## config.mk

```make
export PLATFORM = sky130hd
export DESIGN_NAME = rmq_sqrt
export DESIGN_NICKNAME = d
export VERILOG_FILES = /design/src/rmq_sqrt.sv
export SDC_FILE = /design/constraint.sdc
export NUM_CORES = 1
export LEC_CHECK = 0
export BUFFER_PORTS_ARGS = -buffer_cell sky130_fd_sc_hd__buf_2
export CORE_ASPECT_RATIO = 1.1
export CORE_MARGIN = 4
export CORE_UTILIZATION = 31
export CTS_CLUSTER_SIZE = 25
export DETAILED_ROUTE_END_ITERATION = 8
export HOLD_SLACK_MARGIN = 0.03
export PLACE_DENSITY = 0.43
export SLEW_MARGIN = 40
export SYNTH_ARGS = -nofsm -noshare
export SYNTH_HDL_FRONTEND = slang
export SYNTH_SLANG_ARGS = --single-unit
```

## constraint.sdc

```tcl
create_clock -name clock -period 8 [get_ports clock]
set_clock_uncertainty 0.2 [all_clocks]
set_input_delay 0.8 -clock clock [delete_from_list [all_inputs] [get_ports clock]]
set_output_delay 0.8 -clock clock [all_outputs]
set_load 0.05 [all_outputs]
```

## src/rmq_sqrt.sv

```systemverilog
// Pipelined integer square root, one root bit per stage.
module rmq_sqrt #(
   parameter int HR     = 16,
   parameter int SIDE_W = 8
) (
   input  logic              clock,
   input  logic              reset,
   input  logic              in_valid,
   output logic              in_ready,
   input  logic [2*HR-1:0]   in_x,
   input  logic [SIDE_W-1:0] in_side,
   output logic              out_valid,
   input  logic              out_ready,
   output logic [HR-1:0]     out_root,
   output logic [SIDE_W-1:0] out_side
);

   logic              valid_ff [HR];
   logic [HR+1:0]     rem_ff   [HR];
   logic [HR-1:0]     root_ff  [HR];
   logic [2*HR-1:0]   x_ff     [HR];
   logic [SIDE_W-1:0] side_ff  [HR];
   logic              rdy      [HR+1];

   assign rdy[HR] = out_ready;

   for (genvar s = 0; s < HR; s++) begin : g_stage
      logic              v_prev;
      logic [HR+1:0]     rem_prev;
      logic [HR-1:0]     root_prev;
      logic [2*HR-1:0]   x_prev;
      logic [SIDE_W-1:0] side_prev;
      logic [HR+3:0]     rem2;
      logic [HR+3:0]     trial;
      logic              ge;

      if (s == 0) begin : g_first
         assign v_prev    = in_valid;
         assign rem_prev  = '0;
         assign root_prev = '0;
         assign x_prev    = in_x;
         assign side_prev = in_side;
      end else begin : g_next
         assign v_prev    = valid_ff[s-1];
         assign rem_prev  = rem_ff[s-1];
         assign root_prev = root_ff[s-1];
         assign x_prev    = x_ff[s-1];
         assign side_prev = side_ff[s-1];
      end

      assign rem2   = {rem_prev, x_prev[2*HR-1 -: 2]};
      assign trial  = {2'b00, root_prev, 2'b01};
      assign ge     = rem2 >= trial;
      assign rdy[s] = !valid_ff[s] || rdy[s+1];

      always_ff @(posedge clock) begin
         if (reset) begin
            valid_ff[s] <= 1'b0;
         end else if (rdy[s]) begin
            valid_ff[s] <= v_prev;
         end
      end

      always_ff @(posedge clock) begin
         if (rdy[s]) begin
            rem_ff[s]  <= ge ? (HR+2)'(rem2 - trial) : (HR+2)'(rem2);
            root_ff[s] <= {root_prev[HR-2:0], ge};
            x_ff[s]    <= x_prev << 2;
            side_ff[s] <= side_prev;
         end
      end
   end

   assign in_ready  = rdy[0];
   assign out_valid = valid_ff[HR-1];
   assign out_root  = root_ff[HR-1];
   assign out_side  = side_ff[HR-1];

endmodule

```

======== After elaboration in Yosys (flattened, before gate mapping) ========
Memories as Yosys holds them, arrays and structs flattened.
Index checks and enable logic that the tools add are counted.
word-level totals
  word-level logic and storage cells ...... 183
  input port bits ......................... 44
  memory bits (writable) .................. 1168
  bits in registers ....................... 0
  memories kept ........................... 5
  memory bits (read-only) ................. 0
  latch bits .............................. 0
  output and inout bits ................... 26
memories
  memory    words  width  read ports  clocked after Yosys merged registers in  write ports  RTL line  RTL
  x_ff      16     30     15          0                                        16           21        logic [2*HR-1:0] x_ff [HR];
  rem_ff    16     18     15          0                                        16           19        logic [HR+1:0] rem_ff [HR];
  root_ff   16     16     16          0                                        16           20        logic [HR-1:0] root_ff [HR];
  side_ff   16     8      16          0                                        16           22        logic [SIDE_W-1:0] side_ff [HR];
  valid_ff  16     1      16          0                                        16           18        logic valid_ff [HR];
operators by class
  multipliers ............................. 0
  equality and inequality tests ........... 0
  divide/modulo/power cells ............... 0
  $lt $le $gt $ge ......................... 16
  reduce and logical (&&, ||, !) cells .... 32
  bitwise gates (word level) .............. 16
  muxes and demuxes ....................... 98
  add/subtract/negate cells ............... 16
  shift-type cells ........................ 0
operators by type and width
  operator             count
  $ge 20x18->1         15
  $mux 18              16
  $sub 18x18->18       15
  $mux 1               82
  $logic_not 1->1      16
  $logic_or 1x1->1     16
  $or 1x1->1           16
  $sub 2x1->3 const B  1
  $ge 2x1->1 const B   1

======== Longest topological paths before layout ========
An unclocked memory read counts as a cell.
  word-level depth ........................ 22
  depth in mapped cells ................... 11
  mapped depth without buffers ............ 10

======== Least setup slack after synthesis ========
No wires, ideal clock.
  path type ............................... input port to output port
  from .................................... input port out_ready
  to ...................................... output port in_ready
  data arrival time ....................... 5.391 ns
  required time ........................... 7.000 ns
  cell stages on the path ................. 10
  slack ................................... 1.609 ns
  buffers on the path ..................... 1
  path through ............................ nor2b_1 -> and2_1 -> inv_1 -> nor2_1 -> and2_1 -> inv_1 -> nor2_1 -> and2_0 -> clkbuf_1 -> nand3_1
RTL lines
  what                RTL line  RTL
  start: declaration  13        input logic out_ready,
  end: declaration    9         output logic in_ready,

==> impl_metrics.ini <==
[critical_path]
critPathArrivalTime_ns = 4.66
worstPathRequired_ns = 7.00
r2r-end = x_ff[0][146]
crit_fanout = 49
end_kind = output port
crit_type = register to output port
startpoint = valid_ff[1][7]
reg2regPathDepth = 12
r2r-start = valid_ff[1][7]
rrSetupSlack_ns = 3.67
critPathLaunchType = register

[floorplan]
dieHeight_um = 352
die_w_um = 321
fp-row-count = 126
start_util = 0.312
core_mm2 = 0.107
io_pins = 70
die_area_mm2 = 0.113

[cts]
numCtsBuffers = 86
post_cts_buffers = 0
clock_latency_ns = 0.64
cts_tree = done
cts-root-buf = clkbuf_16
cts_sinks = 770
ctsLongestPathBuffers = 3
htree_levels = 3
clkSlewWorstSetupHoldPaths_ns = 0.06
cts_resized = 0
ctsHoldBuffers = 0

[synth]
netlist_area_mm2 = 0.0334
ys.flop_type = edfxtp_1
async_reset_ff_frac = 0
yosysTopAreaCell = edfxtp_1
synth_top_area_frac = 0.693
syn_area_per_cell_um2 = 14.1
yosysMostFrequentCell = edfxtp_1
synth_seq_area_share = 0.693
synthTopCellsByArea = edfxtp_1, ha_1, xnor2_1
yosysWarningCount = 0
synthesis.nets = 2568
ys_ff_latch = 770
syn_inst = 2371
synth.distinct_cells = 76
synth_edf_count = 770
synthTopCellsByCount = edfxtp_1, inv_1, ha_1

[timing]
rsz0062_at_grt = no
period_share = 0.707
report.final.slew_viol_count = 0
fmax_mhz = 177
finalCriticalPeriod_ns = 5.66
setup_violations = 0
hold_viol_final = 0
whs_ns = 0.124
setup_tns_ns = 0
relSlewSlack = 0.462
max_slew.worst_pin.slew_ns = 0.799

[hold_path]
min_path_type = primary input to register
min_to = x_ff[0][1]
whs_path_depth = 1
worstHoldStart = in_x[1]

[grt]
antenna_found_initial = 0
grt_pass1_vias = 19400
grt_overflow_total = 0
grt_usage = 0.110
grt_pass1_wl_um = 101000
grt_max_degree = 56

[placement]
place_area_mm2 = 0.0355
gp_congestion = 0.814
dp_hpwl_um = 45800
dp_cells = 3833
numPortBuffers = 69

[routing]
drt-initial-drc-count = 1009
via_count = 18300
drc_errors = 0
final_antenna_net_count = 0
routed_wl_um = 61800
avgRoutedWirePerCell_um = 15.5
first_pass_iters = 5
routed_via_density = 4.60

[cells_and_area]
antenna_cells = 0
drive_gt1_frac = 0.0996
finalInstanceArea_mm2 = 0.0383
final_nets = 2711
area_growth_pct = 14.6
final_cells = 3989

[power]
p_total_w = 0.0108
p_leak_nw = 15.1
ir_drop_v = 0.000174
power.density_mw_per_mm2 = 283

[outcome]
outcome = complete, no violations

[flow_run]
max_cap_viol_count = 0
[routing by layer]
| layer | track usage | vias to the layer above | share of wire |
|---|---|---|---|
| met5 | 0 | - | 0 |
| met4 | 0.0533 | 0 | 0.042 |
| met3 | 0.0189 | 157 | 0.034 |
| met2 | 0.221 | 327 | 0.57 |
| met1 | 0.107 | 8760 | 0.35 |
| li1 | - | 9103 | - |
[state kept, by name (all words and copies together), names as in the netlist]
register,flops
rem_ff,250
root_ff,136
side_ff,128
valid_ff,16
x_ff,240
[power breakdown]
group          switching [W]  total (W)  leakage (nW)  internal (W)
sequential          0.000388    0.00556          7.86       0.00517
combinational       0.000831    0.00153          5.90      0.000703
clock                0.00156    0.00375          1.30       0.00219
total                0.00278     0.0108          15.1       0.00806
[logic make-up (layout without fill, tap and decap cells)]
logic type               Yosys count  after routing  synth area share
AO/OA/AOI/OAI                    407            407            0.0766
XOR/XNOR                         178            178            0.0467
adder cells (fa/ha/maj)          153            153            0.0573
buffers and inverters            239            449            0.0277
flip-flops                       770            770             0.693
multiplexers                      26             26           0.00869
other                              1              1          0.000112
AND/OR/NAND/NOR                  597            597            0.0903
[final cells by class]
type	count	area, um^2
fillers	10100	68800
flip-flops and latches	770	23100
multi-input cells	1362	9400
clock buffers	112	2250
well taps	1408	1760
inverters	207	785
repair buffers	87	480
clock inverters	43	465
[stage by stage]
stage	util	setup slack, ns
floorplan	-	1.61
global placement	0.332	2.04
detailed placement	0.332	2.39
CTS	0.357	2.14
global route	0.357	1.83
finish	0.357	2.34
[worst max-delay path: stages (launching register included)]
cell and delay, ns:
edfxtp_1 0.37, nor2b_1 0.14, buf_4 0.15, and2_1 0.26, inv_4 0.44, nor2_1 0.17
and2_1 0.27, inv_2 0.07, buf_4 0.48, nor2_1 0.22, and2_1 0.43, nand3_2 0.16
buf_4 0.46, buf_2 0.37
[cell usage in the layout, fill, tap and decap left out, types with 14 or more instances in the layout]
master and n:
xor2_1 69, a21o_1 29, or4_1 14, edfxtp_1 770, nor3_1 62, ha_1 153
clkbuf_1 26, buf_4 18, nand2b_1 29, nand4_1 26, mux2_2 16, buf_2 69
inv_1 201, nor4_1 24, clkbuf_16 86, nand2_1 126, clkinv_1 24, nand3_1 42
nor2_1 144, nor2b_1 23, o21ai_0 92, o21a_1 41, o31ai_1 15, xnor2_1 109
a21oi_1 129, or3_1 21
[how the worst max path moves through the flow]
stage | end | slack [ns] | cells after the start
final | in_ready | 2.34 | 13
after global routing | in_ready | 1.83 | 13
after CTS | in_ready | 2.14 | 13
after floorplan | in_ready | 1.61 | 10
after detailed placement | in_ready | 2.39 | 14
after global placement | in_ready | 2.04 | 14
Power figures use the tool's default switching activity.
