`src/rmq_pkg.sv`:
```
// Shared constants and types for the rotation matrix to quaternion block.
package rmq_pkg;

   localparam int DATA_WIDTH_DEF = 16;
   localparam int FRAC_BITS_DEF  = 14;

   typedef logic [1:0] branch_type;

   localparam branch_type BR_TRACE = 2'd0;
   localparam branch_type BR_X     = 2'd1;
   localparam branch_type BR_Y     = 2'd2;
   localparam branch_type BR_Z     = 2'd3;

endpackage

```
`src/rmq_div.sv`:
```
// Three-lane pipelined divider: |n| * 2^FRAC_BITS / (2r), one quotient bit per stage.
module rmq_div #(
   parameter int DATA_WIDTH = rmq_pkg::DATA_WIDTH_DEF,
   parameter int FRAC_BITS  = rmq_pkg::FRAC_BITS_DEF,
   parameter int HR         = 16,
   parameter int SIDE_W     = 2
) (
   input  logic                       clock,
   input  logic                       reset,
   input  logic                       in_valid,
   output logic                       in_ready,
   input  logic signed [DATA_WIDTH:0] in_num [3],
   input  logic [HR-1:0]              in_root,
   input  logic [SIDE_W-1:0]          in_side,
   output logic                       out_valid,
   input  logic                       out_ready,
   output logic [DATA_WIDTH:0]        out_quo  [3],
   output logic                       out_ovf  [3],
   output logic                       out_neg  [3],
   output logic [HR-1:0]              out_root,
   output logic [SIDE_W-1:0]          out_side
);

   localparam int QB  = DATA_WIDTH + 1;
   localparam int NMW = DATA_WIDTH + 1 + FRAC_BITS;
   localparam int CW  = FRAC_BITS + HR + 1;
   localparam int NS  = QB + 1;

   logic              valid_ff [NS];
   logic [HR-1:0]     root_ff  [NS];
   logic [SIDE_W-1:0] side_ff  [NS];
   logic [HR+1:0]     rem_ff   [NS][3];
   logic [QB-1:0]     low_ff   [NS][3];
   logic [QB-1:0]     q_ff     [NS][3];
   logic              ovf_ff   [NS][3];
   logic              neg_ff   [NS][3];
   logic              rdy      [NS+1];

   assign rdy[NS] = out_ready;

   // setup stage: magnitude, overflow test and the leading remainder
   logic [HR:0] div0;
   assign div0   = {in_root, 1'b0};
   assign rdy[0] = !valid_ff[0] || rdy[1];

   always_ff @(posedge clock) begin
      if (reset) begin
         valid_ff[0] <= 1'b0;
      end else if (rdy[0]) begin
         valid_ff[0] <= in_valid;
      end
   end

   for (genvar l = 0; l < 3; l++) begin : g_lane0
      logic [DATA_WIDTH:0] mag;
      logic [NMW-1:0]      nsh;
      logic                ovf;
      assign mag = in_num[l][DATA_WIDTH] ? (DATA_WIDTH+1)'(-in_num[l])
                                         : (DATA_WIDTH+1)'(in_num[l]);
      assign nsh = NMW'(mag) << FRAC_BITS;
      // quotient would need more than QB bits (or the root is zero)
      assign ovf = CW'(nsh[NMW-1:QB]) >= CW'(div0);

      always_ff @(posedge clock) begin
         if (rdy[0]) begin
            rem_ff[0][l] <= ovf ? '0 : (HR+2)'(nsh[NMW-1:QB]);
            low_ff[0][l] <= nsh[QB-1:0];
            q_ff[0][l]   <= '0;
            ovf_ff[0][l] <= ovf;
            neg_ff[0][l] <= in_num[l][DATA_WIDTH];
         end
      end
   end

   always_ff @(posedge clock) begin
      if (rdy[0]) begin
         root_ff[0] <= in_root;
         side_ff[0] <= in_side;
      end
   end

   for (genvar s = 1; s < NS; s++) begin : g_stage
      logic [HR:0] dv;
      assign dv     = {root_ff[s-1], 1'b0};
      assign rdy[s] = !valid_ff[s] || rdy[s+1];

      always_ff @(posedge clock) begin
         if (reset) begin
            valid_ff[s] <= 1'b0;
         end else if (rdy[s]) begin
            valid_ff[s] <= valid_ff[s-1];
         end
      end

      always_ff @(posedge clock) begin
         if (rdy[s]) begin
            root_ff[s] <= root_ff[s-1];
            side_ff[s] <= side_ff[s-1];
         end
      end

      for (genvar l = 0; l < 3; l++) begin : g_lane
         logic [HR+1:0] rem2;
         logic          ge;
         assign rem2 = {rem_ff[s-1][l][HR:0], low_ff[s-1][l][QB-1]};
         assign ge   = rem2 >= {1'b0, dv};

         always_ff @(posedge clock) begin
            if (rdy[s]) begin
               rem_ff[s][l] <= ge ? (HR+2)'(rem2 - {1'b0, dv}) : rem2;
               low_ff[s][l] <= low_ff[s-1][l] << 1;
               q_ff[s][l]   <= {q_ff[s-1][l][QB-2:0], ge};
               ovf_ff[s][l] <= ovf_ff[s-1][l];
               neg_ff[s][l] <= neg_ff[s-1][l];
            end
         end
      end
   end

   assign in_ready  = rdy[0];
   assign out_valid = valid_ff[NS-1];
   assign out_root  = root_ff[NS-1];
   assign out_side  = side_ff[NS-1];

   always_comb begin
      for (int l = 0; l < 3; l++) begin
         out_quo[l] = q_ff[NS-1][l];
         out_ovf[l] = ovf_ff[NS-1][l];
         out_neg[l] = neg_ff[NS-1][l];
      end
   end

endmodule

```
`config.mk`:
```
export PLATFORM = sky130hd
export DESIGN_NAME = rmq_div
export DESIGN_NICKNAME = d
export VERILOG_FILES = /design/src/rmq_pkg.sv /design/src/rmq_div.sv
export SDC_FILE = /design/constraint.sdc
export NUM_CORES = 2
export LEC_CHECK = 0
export BUFFER_PORTS_ARGS = -buffer_cell sky130_fd_sc_hd__buf_2
export CORE_MARGIN = 8
export CORE_UTILIZATION = 60
export CTS_BUF_LIST = sky130_fd_sc_hd__clkbuf_8 sky130_fd_sc_hd__clkbuf_16
export DETAILED_ROUTE_END_ITERATION = 7
export PLACE_DENSITY = 0.76
export SYNTH_ARGS = -nofsm -noshare
export SYNTH_HDL_FRONTEND = slang
export SYNTH_SLANG_ARGS = --single-unit
export TNS_END_PERCENT = 20
```
`constraint.sdc`:
```
create_clock -name clock -period 18.2 [get_ports clock]
set_clock_uncertainty 0.2 [all_clocks]
set_input_delay 3.64 -clock clock [delete_from_list [all_inputs] [get_ports clock]]
set_output_delay 3.64 -clock clock [all_outputs]
set_load 0.03 [all_outputs]
```
After elaboration in Yosys (flattened, before gate mapping)

Memory sizes are Yosys's and may differ from the RTL's.
Cells that the tools add are included.

Flip-flop bits (word level): 0
Bits in latches: 0
Memory bits (writable): 3204
ROM bits: 0
Input port bits: 73
Output and inout port bits: 77
Word-level logic and storage cells: 319
Memories: 8

Memory list:

| memory      | depth | bits a word | read ports | clocked after Yosys merged registers in | wr ports | RTL line      | text |
|---|---|---|---|---|---|---|---|
| rem_ff      | 18    | 54          | 17         | 0                                       | 18       | rmq_div.sv:32 | `logic [HR+1:0] rem_ff [NS][3];` |
| q_ff        | 18    | 51          | 18         | 0                                       | 18       | rmq_div.sv:34 | `logic [QB-1:0] q_ff [NS][3];` |
| low_ff      | 18    | 48          | 17         | 0                                       | 18       | rmq_div.sv:33 | `logic [QB-1:0] low_ff [NS][3];` |
| root_ff     | 18    | 16          | 18         | 0                                       | 18       | rmq_div.sv:30 | `logic [HR-1:0] root_ff [NS];` |
| neg_ff      | 18    | 3           | 18         | 0                                       | 18       | rmq_div.sv:36 | `logic neg_ff [NS][3];` |
| ovf_ff      | 18    | 3           | 18         | 0                                       | 18       | rmq_div.sv:35 | `logic ovf_ff [NS][3];` |
| +2 memories | n/a   | n/a         | n/a        | n/a                                     | n/a      | n/a           |  |

$add $sub $neg: 54
$mul: 0
Divide/modulo/power cells: 0
Order comparisons: 54
Equality and inequality tests: 0
Shift-type cells: 0
Mux-type cells: 149
Bitwise operators: 18
Reduce and logical (&&, ||, !) cells: 36

Operators by type and width:

| operator           | count |
|---|---|
| $ge A18 B17 Y1     | 51 |
| $mux W18           | 51 |
| $sub A18 B17 Y18   | 51 |
| $mux W1            | 92 |
| $ge A14 B17 Y1     | 3 |
| $mux W17           | 3 |
| $neg A17 Y17       | 3 |
| $mux W14           | 3 |
| $logic_not A1 Y1   | 18 |
| $logic_or A1 B1 Y1 | 18 |
| $or A1 B1 Y1       | 18 |

Longest topological paths before layout

An unclocked memory read counts as a cell.

Depth after elaboration: 24
Mapped depth: 16
Gate-level depth less buffers: 15

Worst setup path before layout

Ideal clock, no wire load.

Kind: input to output
Start: input port out_ready
End: output port in_ready
Arrival time: 11236 ps
Data required time: 14360 ps
Path slack: 3124 ps
Stages on the path: 9
Path buffers: 1
Cells stage by stage: and3b_1 and3_1 nand2_1 nor2_1 and2_1 clkbuf_1 inv_1 nor2_1 nand2_1

RTL lines:

| what        | RTL line      | text |
|---|---|---|
| from (decl) | rmq_div.sv:16 | `input logic out_ready,` |
| to (decl)   | rmq_div.sv:11 | `output logic in_ready,` |

==> impl_metrics.tcl <==
set metrics [dict create \
    status "finished, final reports clean" \
    die_h_um 422 \
    io_buffers 149 \
    worstPathMaxFanout 44 \
    design.die.area_um2 178000 \
    via_per_inst 6.13 \
    critical_path_buf_inv_count 3 \
    htreeDepth 4 \
    total_leakage_power_nw 44.7 \
    wl_mm 250 \
    async_flop_share_pct 0 \
    cts-root-buf "clkbuf_16" \
    endpoint_kind "output pin" \
    ys_seq_area_share_pct 52.9 \
    coreArea_um2 164000 \
    clockBufferDepth 3 \
    cp_slowest_stage_delay_ns 0.65 \
    hold_viol 0 \
    ff2ff_setup_slack_ns 13.32 \
    worst_ep_arrival_time_ns 7.58 \
    post_cts_buffers 0 \
    power.total_mw 19.8 \
    cp_slowest_cell "and2_1" \
    netlist_area_um2 99000 \
    ff_latch_area_um2 52400 \
    grt_max_degree 94 \
    cpLargestDelayFamily "simple AND/OR/NAND/NOR gates" \
    stdcell_area_um2 108000 \
    avgSynthCellArea_um2 11.9 \
    grt.met3_usage_pct 3.81 \
    numCtsBuffers 181 \
    synth-edff-count 1746 \
    cts_tree "built" \
    rsz0062_at_grt "false" \
    grt-ovfl-total 0 \
    p_per_area_nw_per_um2 182 \
    syn-num-nets 9257 \
    clk_latency_ns 0.84 \
    grt_pass1_vias 64500 \
    grt_util_met1_pct 35.0 \
    gp_congestion 0.963 \
    final_cells 10800 \
    grt_pass1_wl_mm 376 \
    clk_pin_slew_ns 0.06 \
    routedWlPerCell_um 23.1 \
    yosysMostFrequentCell "edfxtp_1" \
    hold_class "reg2reg" \
    finalCritPeriodShare_pct 62.7 \
    vias 66400 \
    postRouteAntennaNets 0 \
    worstSetupPathType "in2out" \
    route.detailed.drc 0 \
    synth_commonest_cells "edfxtp_1, ha_1, inv_1" \
    hold_buffers 0 \
    start_util_pct 60.2 \
    pre_cts_ws_ns 6.79 \
    met2_usage_pct 45.9 \
    layout_min_cycle_time_ns 11.42 \
    ir_worst_vdd_v 0.000120 \
    drt_iter0_drc 6551 \
    crit_required_ns 14.36 \
    ios 150 \
    maxSlewViolCount 0 \
    layout-drive-gt1-share_pct 10.5 \
    multiInputGateArea_um2 43700 \
    worst_slew_pin_slew_ns 1.29 \
    grt_usage_pct 27.0 \
    cts_sinks 1746 \
    grt.busiest_layer "met2" \
    nFillCells 12200 \
    synth_cells 8287 \
    placed_cells 10500 \
    synthFlopType "edfxtp_1" \
    hpwl_mm 190 \
    fmax_mhz 87.6 \
    row_count 149 \
    ys.warnings.count 0 \
    place_area_um2 102000 \
    synthDistinctLibCells 78 \
    tns_ns 0 \
    first_pass_iters 6 \
    antenna_found_initial 3 \
    setup_viol 0 \
    ys_seq_elements 1746 \
    nNetsFinal 9462 \
    hold_slack_ns 0.204 \
    synth_area_leader_cell "edfxtp_1" \
    layout_setup_ws_ns 6.78 \
    maxCapViolCount 0 \
    area_growth_pct 9.47 \
    synth.top_cell.area_share_pct 52.9 \
    synth.area.top_cells "edfxtp_1, ha_1, mux2_2" \
    cts_resized 0 \
    cp_cell_sequence "buf_2 > and3b_1 > and3_1 > nand2_4 > nor2_1 > and2_1 > inv_4 > nor2_1 > nand2_4 > buf_2" \
    slew_headroom_pct 13.5 \
    worstSetupStartpointType "primary input" \
    fin_util_pct 65.9 \
    dieWidth_um 422 \
]
cell type report:
cell class              count  share of cell area, %
repair buffers            185                  0.937
diodes                      1                0.00231
inverters                 575                   2.01
clock buffers             181                   4.18
multi-input cells        5803                   40.3
clock inverters           158                   1.71
flip-flops and latches   1746                   48.4
well taps                2189                   2.53
report_power, final:
group / switching, mW / internal (mW)
clock: 1.64 / 2.28
sequential: 0.887 / 6.38
combinational: 4.79 / 3.78
total: 7.32 / 12.4
routing by layer:
layer  vias to the layer above  wire [µm]
li1                      31400          -
met1                     32300     104000
met2                      2144     122000
met3                       542      13800
met4                         4      10600
met5                         -         31
final timing paths:
path,from,to,cells past startpoint
min reg2reg,q_ff[5][68],q_ff[6][18],0
min,q_ff[5][68],q_ff[6][18],0
max,out_ready,in_ready,10
max reg2reg,valid_ff[17],valid_ff[0],10
cells in the final DEF, fill, tap and decap left out, types with 48 or more instances in the layout:
cell / Yosys / layout
o31ai_1: 72 / 71
xnor2_1: 340 / 340
mux2i_1: 51 / 51
nand2b_1: 110 / 110
nand3_1: 120 / 117
edfxtp_1: 1746 / 1746
o21ai_0: 466 / 465
nor2b_1: 156 / 156
buf_2: 21 / 149
a211oi_1: 56 / 56
inv_1: 569 / 593
mux2_2: 320 / 320
clkbuf_16: 0 / 181
ha_1: 849 / 849
xor2_1: 229 / 229
a21o_1: 200 / 200
mux2_1: 66 / 66
nor2_1: 548 / 548
o21a_1: 103 / 103
nor3_1: 207 / 206
nand4_1: 98 / 98
fa_1: 48 / 48
nand2_1: 450 / 443
a21oi_1: 535 / 534
a31oi_1: 55 / 55
and3_1: 66 / 66
cells by family after synthesis:
group           after synthesis  share of synthesized area, %
simple gates               1999                          9.88
compound gates             1894                          12.3
flops                      1746                          52.9
fa+ha+maj                   897                          11.7
buf+inv                     738                          3.12
xor+xnor                    569                          5.03
mux                         444                          5.01
registers in the layout, indices dropped and copies added (netlist names):
register and count:
neg_ff 54, rem_ff 819, low_ff 18, ovf_ff 54
q_ff 459, side_ff 36, root_ff 288, valid_ff 18
Power figures use the tool's default switching activity.
