==> src/rmq_pkg.sv <==
// Shared constants and types for the rotation matrix to quaternion block.
package rmq_pkg;

   localparam int DATA_WIDTH_DEF = 16;
   localparam int FRAC_BITS_DEF  = 14;

   typedef logic [1:0] branch_type;

   localparam branch_type BR_TRACE = 2'd0;
   localparam branch_type BR_X     = 2'd1;
   localparam branch_type BR_Y     = 2'd2;
   localparam branch_type BR_Z     = 2'd3;

endpackage

==> src/rmq_prep.sv <==
// Entry stage: trace, branch choice, radicand and the three numerators.
module rmq_prep #(
   parameter int DATA_WIDTH = rmq_pkg::DATA_WIDTH_DEF,
   parameter int FRAC_BITS  = rmq_pkg::FRAC_BITS_DEF,
   parameter int HR         = 16
) (
   input  logic                        clock,
   input  logic                        reset,
   input  logic                        in_valid,
   output logic                        in_ready,
   input  logic [9*DATA_WIDTH-1:0]     in_mat,
   output logic                        out_valid,
   input  logic                        out_ready,
   output logic [2*HR-1:0]             out_x,
   output rmq_pkg::branch_type         out_branch,
   output logic signed [DATA_WIDTH:0]  out_num [3]
);

   localparam int RW = DATA_WIDTH + 3;
   localparam int NW = DATA_WIDTH + 1;

   logic signed [RW-1:0] a [9];
   logic signed [RW-1:0] one_q;
   logic signed [RW-1:0] trace;
   logic signed [RW-1:0] rad;
   logic signed [NW-1:0] n [3];
   logic signed [NW-1:0] e [9];
   rmq_pkg::branch_type  branch;

   logic                 valid_ff;
   logic [2*HR-1:0]      x_ff;
   rmq_pkg::branch_type  branch_ff;
   logic signed [NW-1:0] num_ff [3];

   always_comb begin
      for (int k = 0; k < 9; k++) begin
         a[k] = RW'(signed'(in_mat[k*DATA_WIDTH +: DATA_WIDTH]));
         e[k] = NW'(signed'(in_mat[k*DATA_WIDTH +: DATA_WIDTH]));
      end
   end

   assign one_q = RW'(1) <<< FRAC_BITS;
   assign trace = a[0] + a[4] + a[8];

   always_comb begin
      priority if (trace > 0) begin
         branch = rmq_pkg::BR_TRACE;
         rad    = trace + one_q;
         n[0]   = e[7] - e[5];
         n[1]   = e[2] - e[6];
         n[2]   = e[3] - e[1];
      end else if (a[0] > a[4] && a[0] > a[8]) begin
         branch = rmq_pkg::BR_X;
         rad    = one_q + a[0] - a[4] - a[8];
         n[0]   = e[7] - e[5];
         n[1]   = e[1] + e[3];
         n[2]   = e[2] + e[6];
      end else if (a[4] > a[8]) begin
         branch = rmq_pkg::BR_Y;
         rad    = one_q + a[4] - a[0] - a[8];
         n[0]   = e[2] - e[6];
         n[1]   = e[1] + e[3];
         n[2]   = e[5] + e[7];
      end else begin
         branch = rmq_pkg::BR_Z;
         rad    = one_q + a[8] - a[0] - a[4];
         n[0]   = e[3] - e[1];
         n[1]   = e[2] + e[6];
         n[2]   = e[5] + e[7];
      end
   end

   assign in_ready = !valid_ff || out_ready;

   always_ff @(posedge clock) begin
      if (reset) begin
         valid_ff <= 1'b0;
      end else if (in_ready) begin
         valid_ff <= in_valid;
      end
   end

   always_ff @(posedge clock) begin
      if (in_ready) begin
         // radicand scaled by 2^FRAC_BITS so the root lands in the input Q format
         x_ff      <= (rad > 0) ? ((2*HR)'(rad[DATA_WIDTH+1:0]) << FRAC_BITS) : '0;
         branch_ff <= branch;
         for (int k = 0; k < 3; k++) begin
            num_ff[k] <= n[k];
         end
      end
   end

   assign out_valid  = valid_ff;
   assign out_x      = x_ff;
   assign out_branch = branch_ff;
   assign out_num    = num_ff;

endmodule

==> config.mk <==
export PLATFORM = sky130hd
export DESIGN_NAME = rmq_prep
export DESIGN_NICKNAME = d
export VERILOG_FILES = /design/src/rmq_pkg.sv /design/src/rmq_prep.sv
export SDC_FILE = /design/constraint.sdc
export NUM_CORES = 1
export LEC_CHECK = 0
export BUFFER_PORTS_ARGS = -buffer_cell sky130_fd_sc_hd__buf_2
export CORE_ASPECT_RATIO = 2
export CORE_UTILIZATION = 55
export DETAILED_ROUTE_END_ITERATION = 8
export PLACE_DENSITY = 0.82
export SLEW_MARGIN = 40
export SYNTH_ARGS = -nofsm -noshare
export SYNTH_HDL_FRONTEND = slang
export SYNTH_SLANG_ARGS = --single-unit
export TNS_END_PERCENT = 50
==> constraint.sdc <==
create_clock -name clock -period 6.74 [get_ports clock]
set_clock_uncertainty 0.05 [all_clocks]
set_input_delay 1.011 -clock clock [delete_from_list [all_inputs] [get_ports clock]]
set_output_delay 1.011 -clock clock [all_outputs]
set_load 0.005 [all_outputs]
### Word level (Yosys, flattened, before mapping)

Cells that the tools add are included.

| storage, ports and cells | value |
|---|---|
| register bits after elaboration | 86 |
| bits of input ports | 148 |
| output and inout port bits | 87 |
| logic and storage cells | 43 |

| cells by class | value |
|---|---|
| $add $sub $neg | 18 |
| magnitude comparators | 5 |
| multiplexer cells | 8 |
| reduce and logical (&&, ||, !) cells | 4 |

Operators by type and width:

| cell | number |
|---|---|
| 2-to-1 mux 51 bit | 3 |
| adder 16 x 16 -> 17 bit | 4 |
| 2-to-1 mux 19 bit | 3 |
| subtractor 18 x 16 -> 19 bit | 3 |
| subtractor 17 x 16 -> 18 bit | 3 |
| adder 16 x 16 -> 17 bit, first input constant | 3 |
| subtractor 16 x 16 -> 17 bit | 3 |
| greater-than comparator 16 bit | 3 |
| adder 18 x 16 -> 19 bit, second input constant | 1 |
| greater-than comparator 19 x 1 -> 1 bit, second input constant | 1 |
| adder 17 x 16 -> 18 bit | 1 |
| greater-than comparator 18 x 1 -> 1 bit, second input constant | 1 |
| 2-to-1 mux 1 bit | 2 |
| OR reduction 2 bit | 1 |
| logical AND 1 bit | 1 |
| zero test 1 bit | 1 |
| logical OR 1 bit | 1 |

### Depth between registers and ports, before layout

Gate-level depths: netlist (run 1).

| depth | value |
|---|---|
| word-level depth | 7 |
| gate-level depth with buffers | 25 |
| depth with buffers taken out | 22 |

### Worst setup path after synthesis (run 1)

OpenSTA, ideal clock, no wires.

| timing | value |
|---|---|
| path kind | in2reg |
| from | in in_mat[1] |
| to | reg num_ff, in the netlist out_num[29] (data pin) |
| arrival time | 5.114 ns |
| slack | 1.316 ns |
| cell stages on the path | 21 |
| buffers on the path | 2 |
| cells stage by stage | fa_1 -> ha_1 -> fa_1 -> nand3_1 -> a21oi_2 -> a211oi_2 -> o211ai_2 -> a21o_1 -> xor2_1 -> inv_1 -> ha_1 -> nand4_1 -> nor2_1 -> o2111ai_1 -> o32ai_1 -> and4_1 -> nand4_2 -> o21ai_2 -> buf_6 -> buf_4 -> mux2_2 |

RTL lines:

| item | RTL line | RTL |
|---|---|---|
| start: declaration | rmq_prep.sv:11 | `input logic [9*DATA_WIDTH-1:0] in_mat,` |
| end signal: indexed assignment | rmq_prep.sv:89 | `num_ff[k] <= n[k];` |
| end: declaration | rmq_prep.sv:33 | `logic signed [NW-1:0] num_ff [3];` |

==> impl_metrics.prom, run 1 <==
# TYPE chip_impl_metric gauge
chip_impl_metric{name="hpwlAfterDp",unit="µm"} 38500
chip_impl_metric{name="hold_buffer_count_at_cts",unit=""} 0
chip_impl_metric{name="die_h",unit="µm"} 237
chip_impl_info{name="timing.critical_path.to_type",value="flip-flop"} 1
chip_impl_metric{name="area_delta_synth_final",unit="%"} 11.5
chip_impl_metric{name="route.antenna.remaining_nets",unit=""} 0
chip_impl_info{name="worstHoldPathType",value="input port to flip-flop"} 1
chip_impl_metric{name="worst_ep_arrival_time",unit="ps"} 6300
chip_impl_metric{name="dpl.cell_count",unit=""} 2255
chip_impl_info{name="critical-path-slowest-cell",value="sky130_fd_sc_hd__fa_1"} 1
chip_impl_metric{name="synthesis.yosys.warnings",unit=""} 0
chip_impl_metric{name="effective_utilization_at_floorplan",unit="%"} 56.1
chip_impl_info{name="path_cells",value="buf_2 -> inv_1 -> fa_1 -> inv_1 -> ha_1 -> o21ai_0 -> nor3_1 -> o31ai_1 -> o21a_1 -> and2_1 -> o31ai_1 -> xnor2_1 -> inv_1 -> ha_1 -> nand4_1 -> nor2_1 -> o2111ai_1 -> o32ai_1 -> and4_1 -> nand4_2 -> o21ai_4 -> buf_12 -> mux2_1 -> o221a_1"} 1
chip_impl_metric{name="via_per_inst",unit=""} 5.89
chip_impl_metric{name="floorplan.die.width",unit="µm"} 119
chip_impl_metric{name="coreArea",unit="µm²"} 27000
chip_impl_metric{name="tightestPinTransition",unit="ps"} 817
chip_impl_info{name="critPathTopFamily",value="compound AO/OA/AOI/OAI gates"} 1
chip_impl_info{name="cts_tree",value="yes"} 1
chip_impl_metric{name="insertion_delay",unit="ps"} 350
chip_impl_metric{name="numCtsBuffers",unit=""} 9
chip_impl_info{name="outcome",value="finished, final reports clean"} 1
chip_impl_metric{name="post-route-min-period",unit="ps"} 6230
chip_impl_metric{name="syn_area_per_cell",unit="µm²"} 8.79
chip_impl_metric{name="final_estimated_routing_congestion_in_global_placement",unit=""} 0.980
chip_impl_metric{name="largest_net_degree_at_the_start_of_global_routing",unit=""} 40
chip_impl_metric{name="synth_edf_count",unit=""} 71
chip_impl_metric{name="worst-path-max-fanout",unit=""} 25
chip_impl_metric{name="relSlewSlack",unit="%"} 44.1
chip_impl_metric{name="postSynthCellCount",unit=""} 1725
chip_impl_metric{name="cp_data_required_time",unit="ps"} 6810
chip_impl_metric{name="via_count_of_the_first_global_routing_pass",unit=""} 14100
chip_impl_metric{name="grt_pass1_wl",unit="µm"} 70900
chip_impl_metric{name="fin_tns_setup",unit="ps"} 0
chip_impl_metric{name="reg2reg_setup_slack",unit="ps"} 4910
chip_impl_metric{name="peakVddDrop",unit="mV"} 0.151
chip_impl_metric{name="synth-seq-area-share",unit="%"} 14.2
chip_impl_metric{name="clock_sink_count",unit=""} 72
chip_impl_info{name="clock-root-buffer",value="sky130_fd_sc_hd__clkbuf_16"} 1
chip_impl_metric{name="num_rows",unit=""} 85
chip_impl_metric{name="placement.io_buffers",unit=""} 220
chip_impl_info{name="worst_setup_path_start_kind",value="input port"} 1
chip_impl_info{name="crit_path_frequent_cell",value="sky130_fd_sc_hd__inv_1"} 1
chip_impl_metric{name="n_fill_cell",unit=""} 2362
chip_impl_metric{name="drtPass1Iterations",unit=""} 5
chip_impl_metric{name="asyncSetResetFlopFracSynth",unit="%"} 0
chip_impl_metric{name="drt-wirelength-per-cell",unit="µm"} 20.1
chip_impl_metric{name="layout.nets",unit=""} 2438
chip_impl_metric{name="clock_pin_slew_worst_setup_and_hold_paths",unit="ps"} 70
chip_impl_metric{name="fin_cells",unit=""} 2272
chip_impl_info{name="rsz_0062_raised_after_global_routing",value="no"} 1
chip_impl_metric{name="finalHoldViolCount",unit=""} 0
chip_impl_metric{name="cts_repair_resize_count",unit=""} 0
chip_impl_metric{name="ys_ff_latch",unit=""} 72
chip_impl_metric{name="cts.htree.levels",unit=""} 3
chip_impl_metric{name="max_clock_freq",unit="MHz"} 160
chip_impl_metric{name="post_cts.repair.setup_buffers",unit=""} 0
chip_impl_metric{name="initialDrtViolationCount",unit=""} 662
chip_impl_metric{name="slew_violations",unit=""} 0
chip_impl_metric{name="hold_ws",unit="ps"} 778
chip_impl_metric{name="post_route_cells_drive_above_1_share",unit="%"} 15.8
chip_impl_metric{name="syn_area",unit="µm²"} 15200
chip_impl_metric{name="count_of_maximum_capacitance_violations",unit=""} 0
chip_impl_metric{name="vias",unit=""} 13400
chip_impl_info{name="critical_path_class",value="input port to flip-flop"} 1
chip_impl_metric{name="powerDensity",unit="nW/µm²"} 227
chip_impl_metric{name="cp.buffers_inverters",unit=""} 5
chip_impl_metric{name="drcViolationCount",unit=""} 0
chip_impl_metric{name="grt_antenna_before_repair",unit=""} 1
chip_impl_metric{name="ys_types",unit=""} 83
chip_impl_metric{name="fin_crit_sh",unit="%"} 92.4
chip_impl_metric{name="io_pins",unit=""} 235
chip_impl_metric{name="dieArea",unit="µm²"} 28300
chip_impl_metric{name="grt.total_usage",unit="%"} 32.7
chip_impl_metric{name="route.final.wire_length",unit="µm"} 45700
chip_impl_metric{name="critical_path.max_stage_delay",unit="ps"} 550
chip_impl_info{name="ys.flop_type",value="sky130_fd_sc_hd__edfxtp_1"} 1
chip_impl_metric{name="gr-total-overflow",unit=""} 0
chip_impl_metric{name="setup_viol_count_final",unit=""} 0
chip_impl_metric{name="static_power_due_to_leakage",unit="nW"} 8.31
chip_impl_metric{name="maximum_number_of_buffers_from_clock_root_to_sink",unit=""} 2
through the flow:
stage / instance area [µm²] / util [%] / setup WS [ps] / power [mW]
final: 16900 / 62.5 / 509 / 3.84
after global placement: 16500 / 61.2 / 326 / 3.13
after global routing: 16900 / 62.5 / 190 / 4.09
after CTS: 16900 / 62.5 / 588 / 3.81
after detailed placement: 16500 / 61.2 / 226 / 3.18
after floorplan: 15200 / - / 1320 / 2.39
area by class of cell:
cell class | instances | area (µm²) | share of cell area (%)
Multi-Input combinational cell | 1394 | 11900 | 70.7
Sequential cell | 72 | 2150 | 12.7
Timing Repair Buffer | 233 | 1210 | 7.17
Inverter | 208 | 781 | 4.62
Tap cell | 348 | 435 | 2.58
Clock buffer | 9 | 225 | 1.33
Clock inverter | 7 | 143 | 0.844
Antenna cell | 1 | 2.50 | 0.0148
cells by family (layout without fill, tap and decap cells):
group                    Yosys count  after routing  share of synthesized area (%)
AND/OR/NAND/NOR                  387            387                           12.8
XOR/XNOR                         127            127                           7.39
flip-flops                        72             72                           14.2
adder cells (fa/ha/maj)          372            372                           34.6
other                              1             15                         0.0247
AO/OA/AOI/OAI                    411            411                           17.8
multiplexers                      83             83                           5.70
buffers and inverters            272            457                           7.49
final timing paths:
kind,cells after the start,start,to
max reg2reg,2,out_valid,out_num[33]
max,24,in_mat[4],out_num[19]
min,2,reset,out_valid
min reg2reg,1,out_valid,out_num[49]
layer usage:
| metal | track usage, % | up-vias | share of wire [%] |
|---|---|---|---|
| li1 | - | 6350 | - |
| met5 | 0 | - | 0 |
| met2 | 63.5 | 452 | 55 |
| met1 | 29.4 | 6400 | 33 |
| met4 | 27.4 | 0 | 8.8 |
| met3 | 3.42 | 190 | 3.3 |
state kept, by name (all words and copies together), names as in the netlist:
name        flops
out_x          18
out_branch      2
out_num        51
out_valid       1
report_power, final:
group	leakage [nW]	switching, mW	total [mW]	internal, mW
Sequential	0.755	0.0992	0.829	0.730
Combinational	7.37	1.39	2.40	1.01
Clock	0.180	0.209	0.610	0.400
Total	8.31	1.70	3.84	2.14
synth_stat cells, drive strengths merged, types with 4 or more instances:
cell     count  area, µm²
inv        208        781
nor3b        4       30.0
mux2i       57        571
a211oi      15        118
a31o         8       70.1
clkbuf      26       97.6
nand4        7       50.1
o21ai      107        539
nor2b       32        200
nor3        38        190
a21o        25        188
o41a         4       45.0
buf         38        256
o31a         7       61.3
or3         19        119
nor4b        6       52.6
nor2       108        405
a41oi        4       35.0
o2111ai     12        105
a221oi       9       85.1
mux2        26        293
nand2b      26        163
o31ai       12       90.1
and2         7       43.8
nor4         9       56.3
or2          6       37.5
nand3       31        155
o41ai        6       52.6
o21a        17        128
and3        12       75.1
o211ai      13        103
a221o        4       40.0
a21oi      100        508
o21bai      17        128
a2111oi      4       35.0
a211o        5       43.8
nand2       73        293
fa          78       1560
a31oi       19        119
ha         294       3680
xnor2       84        736
edfxtp      71       2130
xor2        43        384
cell usage in the layout, fill, tap and decap left out, types with 25 or more instances in the layout:
cell type and n:
sky130_fd_sc_hd__inv_1 208, sky130_fd_sc_hd__nand2b_1 25, sky130_fd_sc_hd__nor2_1 108, sky130_fd_sc_hd__a21oi_1 97, sky130_fd_sc_hd__nor3_1 38, sky130_fd_sc_hd__a21o_1 25, sky130_fd_sc_hd__fa_1 78, sky130_fd_sc_hd__ha_1 294
sky130_fd_sc_hd__mux2_2 25, sky130_fd_sc_hd__nand2_1 70, sky130_fd_sc_hd__o21ai_0 99, sky130_fd_sc_hd__nor2b_1 32, sky130_fd_sc_hd__xnor2_1 84, sky130_fd_sc_hd__xor2_1 42, sky130_fd_sc_hd__nand3_1 31, sky130_fd_sc_hd__buf_2 220
sky130_fd_sc_hd__edfxtp_1 71, sky130_fd_sc_hd__mux2i_1 57
Power figures use the tool's default switching activity.
==> inputs of run 2 (changes only) <==
--- a/config.mk
+++ b/config.mk
@@ -7,9 +7,9 @@
 export LEC_CHECK = 0
 export BUFFER_PORTS_ARGS = -buffer_cell sky130_fd_sc_hd__buf_2
 export CORE_ASPECT_RATIO = 2
-export CORE_UTILIZATION = 55
+export CORE_UTILIZATION = 60
 export DETAILED_ROUTE_END_ITERATION = 8
-export PLACE_DENSITY = 0.82
+export PLACE_DENSITY = 0.88
 export SLEW_MARGIN = 40
 export SYNTH_ARGS = -nofsm -noshare
 export SYNTH_HDL_FRONTEND = slang
==> constraint.sdc (replaced) <==
create_clock -name clock -period 6.74 [get_ports clock]
set_clock_uncertainty 0.05 [all_clocks]
set_input_delay 0 -clock clock [delete_from_list [all_inputs] [get_ports clock]]
set_output_delay 0 -clock clock [all_outputs]
set_load 0.005 [all_outputs]
==> run 2 against run 1 <==
Power shrank 0.78%. Combinational power is essentially flat. Count of clock-buffer cells in the layout grew 1. Routed wire length grew 0.40%. Register-to-register slack gained 100 ps. Critical path type unchanged.
==> impl_metrics.prom, run 2 (synthesis results as in run 1) <==
# TYPE chip_impl_metric gauge
chip_impl_metric{name="largest_register_ff_count",unit=""} 51
chip_impl_metric{name="placed_cell_area",unit="µm²"} 16500
chip_impl_metric{name="numCtsBuffers",unit=""} 9
chip_impl_metric{name="core_util_final",unit="%"} 67.7
chip_impl_info{name="clock-root-buffer",value="sky130_fd_sc_hd__clkbuf_16"} 1
chip_impl_metric{name="dieArea",unit="µm²"} 25900
chip_impl_info{name="regToRegStartpoint",value="out_valid"} 1
chip_impl_metric{name="fin_area",unit="µm²"} 16900
chip_impl_metric{name="fin_crit_sh",unit="%"} 81.1
chip_impl_metric{name="coreArea",unit="µm²"} 24900
chip_impl_metric{name="critical_path_depth",unit=""} 23
chip_impl_metric{name="post_route_cells_drive_above_1_share",unit="%"} 15.7
chip_impl_metric{name="powerDensity",unit="nW/µm²"} 226
chip_impl_info{name="final_common_cell",value="sky130_fd_sc_hd__ha_1"} 1
chip_impl_metric{name="drt-wirelength-per-cell",unit="µm"} 20.3
chip_impl_metric{name="worst-path-max-fanout",unit=""} 33
chip_impl_metric{name="drcViolationCount",unit=""} 0
chip_impl_metric{name="layout.nets",unit=""} 2438
chip_impl_info{name="cp-endpoint",value="out_num[14]"} 1
chip_impl_metric{name="relSlewSlack",unit="%"} 36.9
chip_impl_metric{name="clock_sink_count",unit=""} 72
chip_impl_metric{name="peakVddDrop",unit="mV"} 0.146
chip_impl_metric{name="worst_ep_arrival_time",unit="ps"} 5520
chip_impl_metric{name="reg2reg_setup_slack",unit="ps"} 5010
chip_impl_metric{name="setup_viol_count_final",unit=""} 0
chip_impl_metric{name="vias",unit=""} 13600
chip_impl_metric{name="fin_tns_setup",unit="ps"} 0
chip_impl_metric{name="io_pins",unit=""} 235
chip_impl_info{name="critical_path.startpoint",value="in_mat[4]"} 1
chip_impl_metric{name="switching_power",unit="mW"} 1.71
chip_impl_metric{name="cp.buffers_inverters",unit=""} 5
chip_impl_metric{name="critical_path.max_stage_delay",unit="ps"} 640
chip_impl_metric{name="n_fill_cell",unit=""} 2031
chip_impl_metric{name="clock_pin_slew_worst_setup_and_hold_paths",unit="ps"} 60
chip_impl_metric{name="initialDrtViolationCount",unit=""} 709
chip_impl_info{name="timing.critical_path.to_type",value="flip-flop"} 1
chip_impl_metric{name="route.antenna.remaining_nets",unit=""} 0
chip_impl_metric{name="max_clock_freq",unit="MHz"} 183
chip_impl_metric{name="cts.htree.levels",unit=""} 3
chip_impl_metric{name="combPwrFrac",unit="%"} 63.6
chip_impl_metric{name="tightestPinTransition",unit="ps"} 935
chip_impl_info{name="worst_setup_path_start_kind",value="input port"} 1
chip_impl_metric{name="via_per_inst",unit=""} 6.00
chip_impl_metric{name="post-route-min-period",unit="ps"} 5460
chip_impl_info{name="crit_path_frequent_cell",value="sky130_fd_sc_hd__inv_1"} 1
chip_impl_metric{name="area_delta_synth_final",unit="%"} 11.3
chip_impl_info{name="path_cells",value="buf_2 -> inv_1 -> fa_1 -> inv_1 -> ha_1 -> o21ai_0 -> nor3_1 -> o31ai_1 -> o21a_1 -> and2_1 -> o31ai_1 -> xnor2_1 -> inv_1 -> ha_1 -> nand4_1 -> nor2_1 -> o2111ai_1 -> o32ai_1 -> and4_1 -> nand4_2 -> o21ai_4 -> buf_12 -> mux2_2"} 1
chip_impl_metric{name="maximum_number_of_buffers_from_clock_root_to_sink",unit=""} 2
chip_impl_metric{name="cp_data_required_time",unit="ps"} 6790
chip_impl_metric{name="grt_pass1_wl",unit="µm"} 70100
chip_impl_info{name="critical_path_class",value="input port to flip-flop"} 1
chip_impl_metric{name="finalHoldViolCount",unit=""} 0
chip_impl_metric{name="grt.total_usage",unit="%"} 35.9
chip_impl_metric{name="floorplan.die.width",unit="µm"} 114
chip_impl_metric{name="hpwlAfterDp",unit="µm"} 38200
chip_impl_metric{name="final_estimated_routing_congestion_in_global_placement",unit=""} 1.03
chip_impl_metric{name="power.share.sequential",unit="%"} 21.7
chip_impl_metric{name="gr-total-overflow",unit=""} 0
chip_impl_info{name="final_cell_mix",value="sky130_fd_sc_hd__ha_1, sky130_fd_sc_hd__buf_2, sky130_fd_sc_hd__inv_1"} 1
chip_impl_metric{name="clk_network_pwr_share",unit="%"} 14.7
chip_impl_metric{name="static_power_due_to_leakage",unit="nW"} 8.30
chip_impl_metric{name="num_rows",unit=""} 82
chip_impl_metric{name="largest_net_degree_at_the_start_of_global_routing",unit=""} 57
chip_impl_info{name="worstHoldPathType",value="input port to flip-flop"} 1
chip_impl_metric{name="route.final.wire_length",unit="µm"} 45900
chip_impl_metric{name="switching_part_of_the_total",unit="%"} 44.8
chip_impl_metric{name="drtPass1Iterations",unit=""} 7
chip_impl_info{name="crit-reg2reg-capture",value="out_num[19]"} 1
chip_impl_metric{name="post_cts.repair.setup_buffers",unit=""} 0
chip_impl_info{name="cts_tree",value="yes"} 1
chip_impl_metric{name="setup_slack",unit="ps"} 1280
chip_impl_metric{name="insertion_delay",unit="ps"} 350
chip_impl_metric{name="die_h",unit="µm"} 227
chip_impl_info{name="rsz_0062_raised_after_global_routing",value="no"} 1
chip_impl_info{name="critPathTopFamily",value="compound AO/OA/AOI/OAI gates"} 1
chip_impl_metric{name="count_of_maximum_capacitance_violations",unit=""} 0
chip_impl_metric{name="post_place_setup_slack",unit="ps"} 962
chip_impl_metric{name="reg2regPathDepth",unit=""} 2
chip_impl_metric{name="via_count_of_the_first_global_routing_pass",unit=""} 14000
chip_impl_metric{name="slew_violations",unit=""} 0
chip_impl_metric{name="total_power",unit="mW"} 3.81
chip_impl_metric{name="grt_antenna_before_repair",unit=""} 3
chip_impl_metric{name="placement.io_buffers",unit=""} 220
chip_impl_info{name="critical-path-slowest-cell",value="sky130_fd_sc_hd__o21ai_4"} 1
chip_impl_info{name="outcome",value="finished, final reports clean"} 1
chip_impl_metric{name="power_report.internal_total",unit="mW"} 2.10
chip_impl_metric{name="effective_utilization_at_floorplan",unit="%"} 60.8
==> run 2: worst min-delay path by stage <==
stage               startpoint           to  slack, ps  depth (start not counted)
finish              in_mat[80]  out_num[34]        100                          3
detailed placement       reset    out_valid        120                          2
global route        in_mat[80]  out_num[34]        130                          3
floorplan                reset    out_valid         20                          1
CTS                 in_mat[80]  out_num[34]         90                          3
global placement         reset    out_valid        110                          2
==> run 2: per-layer routing <==
metal | vias to the layer above | track usage (%) | wire (µm)
li1 | 6369 | - | -
met1 | 6394 | 32.1 | 14700
met2 | 566 | 67.1 | 24500
met3 | 241 | 3.77 | 1820
met4 | 0 | 35.9 | 4840
met5 | - | 0 | 0
==> run 2: area by class of cell <==
class / count / area (µm²) / share of cell area [%]
diodes: 2 / 5.00 / 0.0297
clock buffers: 10 / 229 / 1.36
clock inverters: 6 / 108 / 0.638
inverters: 208 / 781 / 4.63
multi-input cells: 1394 / 12000 / 70.9
flip-flops and latches: 72 / 2150 / 12.8
well taps: 336 / 420 / 2.49
repair buffers: 233 / 1220 / 7.21
==> run 2: repair_timing <==
action / 4_1_cts / 5_1_grt
endpoints found under the hold margin: 1 / 0
hold buffers: 2 / 0
resized for setup: 0 / 0
==> run 2: per-stage QoR <==
| step | instances | hold slack (ps) |
|---|---|---|
| 2_1_floorplan | 1738 | 19.1 |
| 3_3_place_gp | 2241 | 106 |
| 3_5_place_dp | 2241 | 116 |
| 4_1_cts | 2259 | 86.3 |
| 5_1_grt | 2261 | 126 |
| 6_report | 2261 | 95.6 |
==> run 2: power groups by stage <==
stage                     sequential, mW  combinational [mW]  clock (mW)
after floorplan                    0.801                1.59           0
after detailed placement           0.824                2.36           0
after global placement             0.835                2.29           0
after global routing               0.829                2.64       0.581
after CTS                          0.822                2.38       0.568
final                              0.827                2.42       0.562
==> run 2: worst register-to-register path, cell delays in order (launching register included) <==
cell	delay (ps)
sky130_fd_sc_hd__dfxtp_1	330
sky130_fd_sc_hd__nand2b_4	220
sky130_fd_sc_hd__buf_4	680
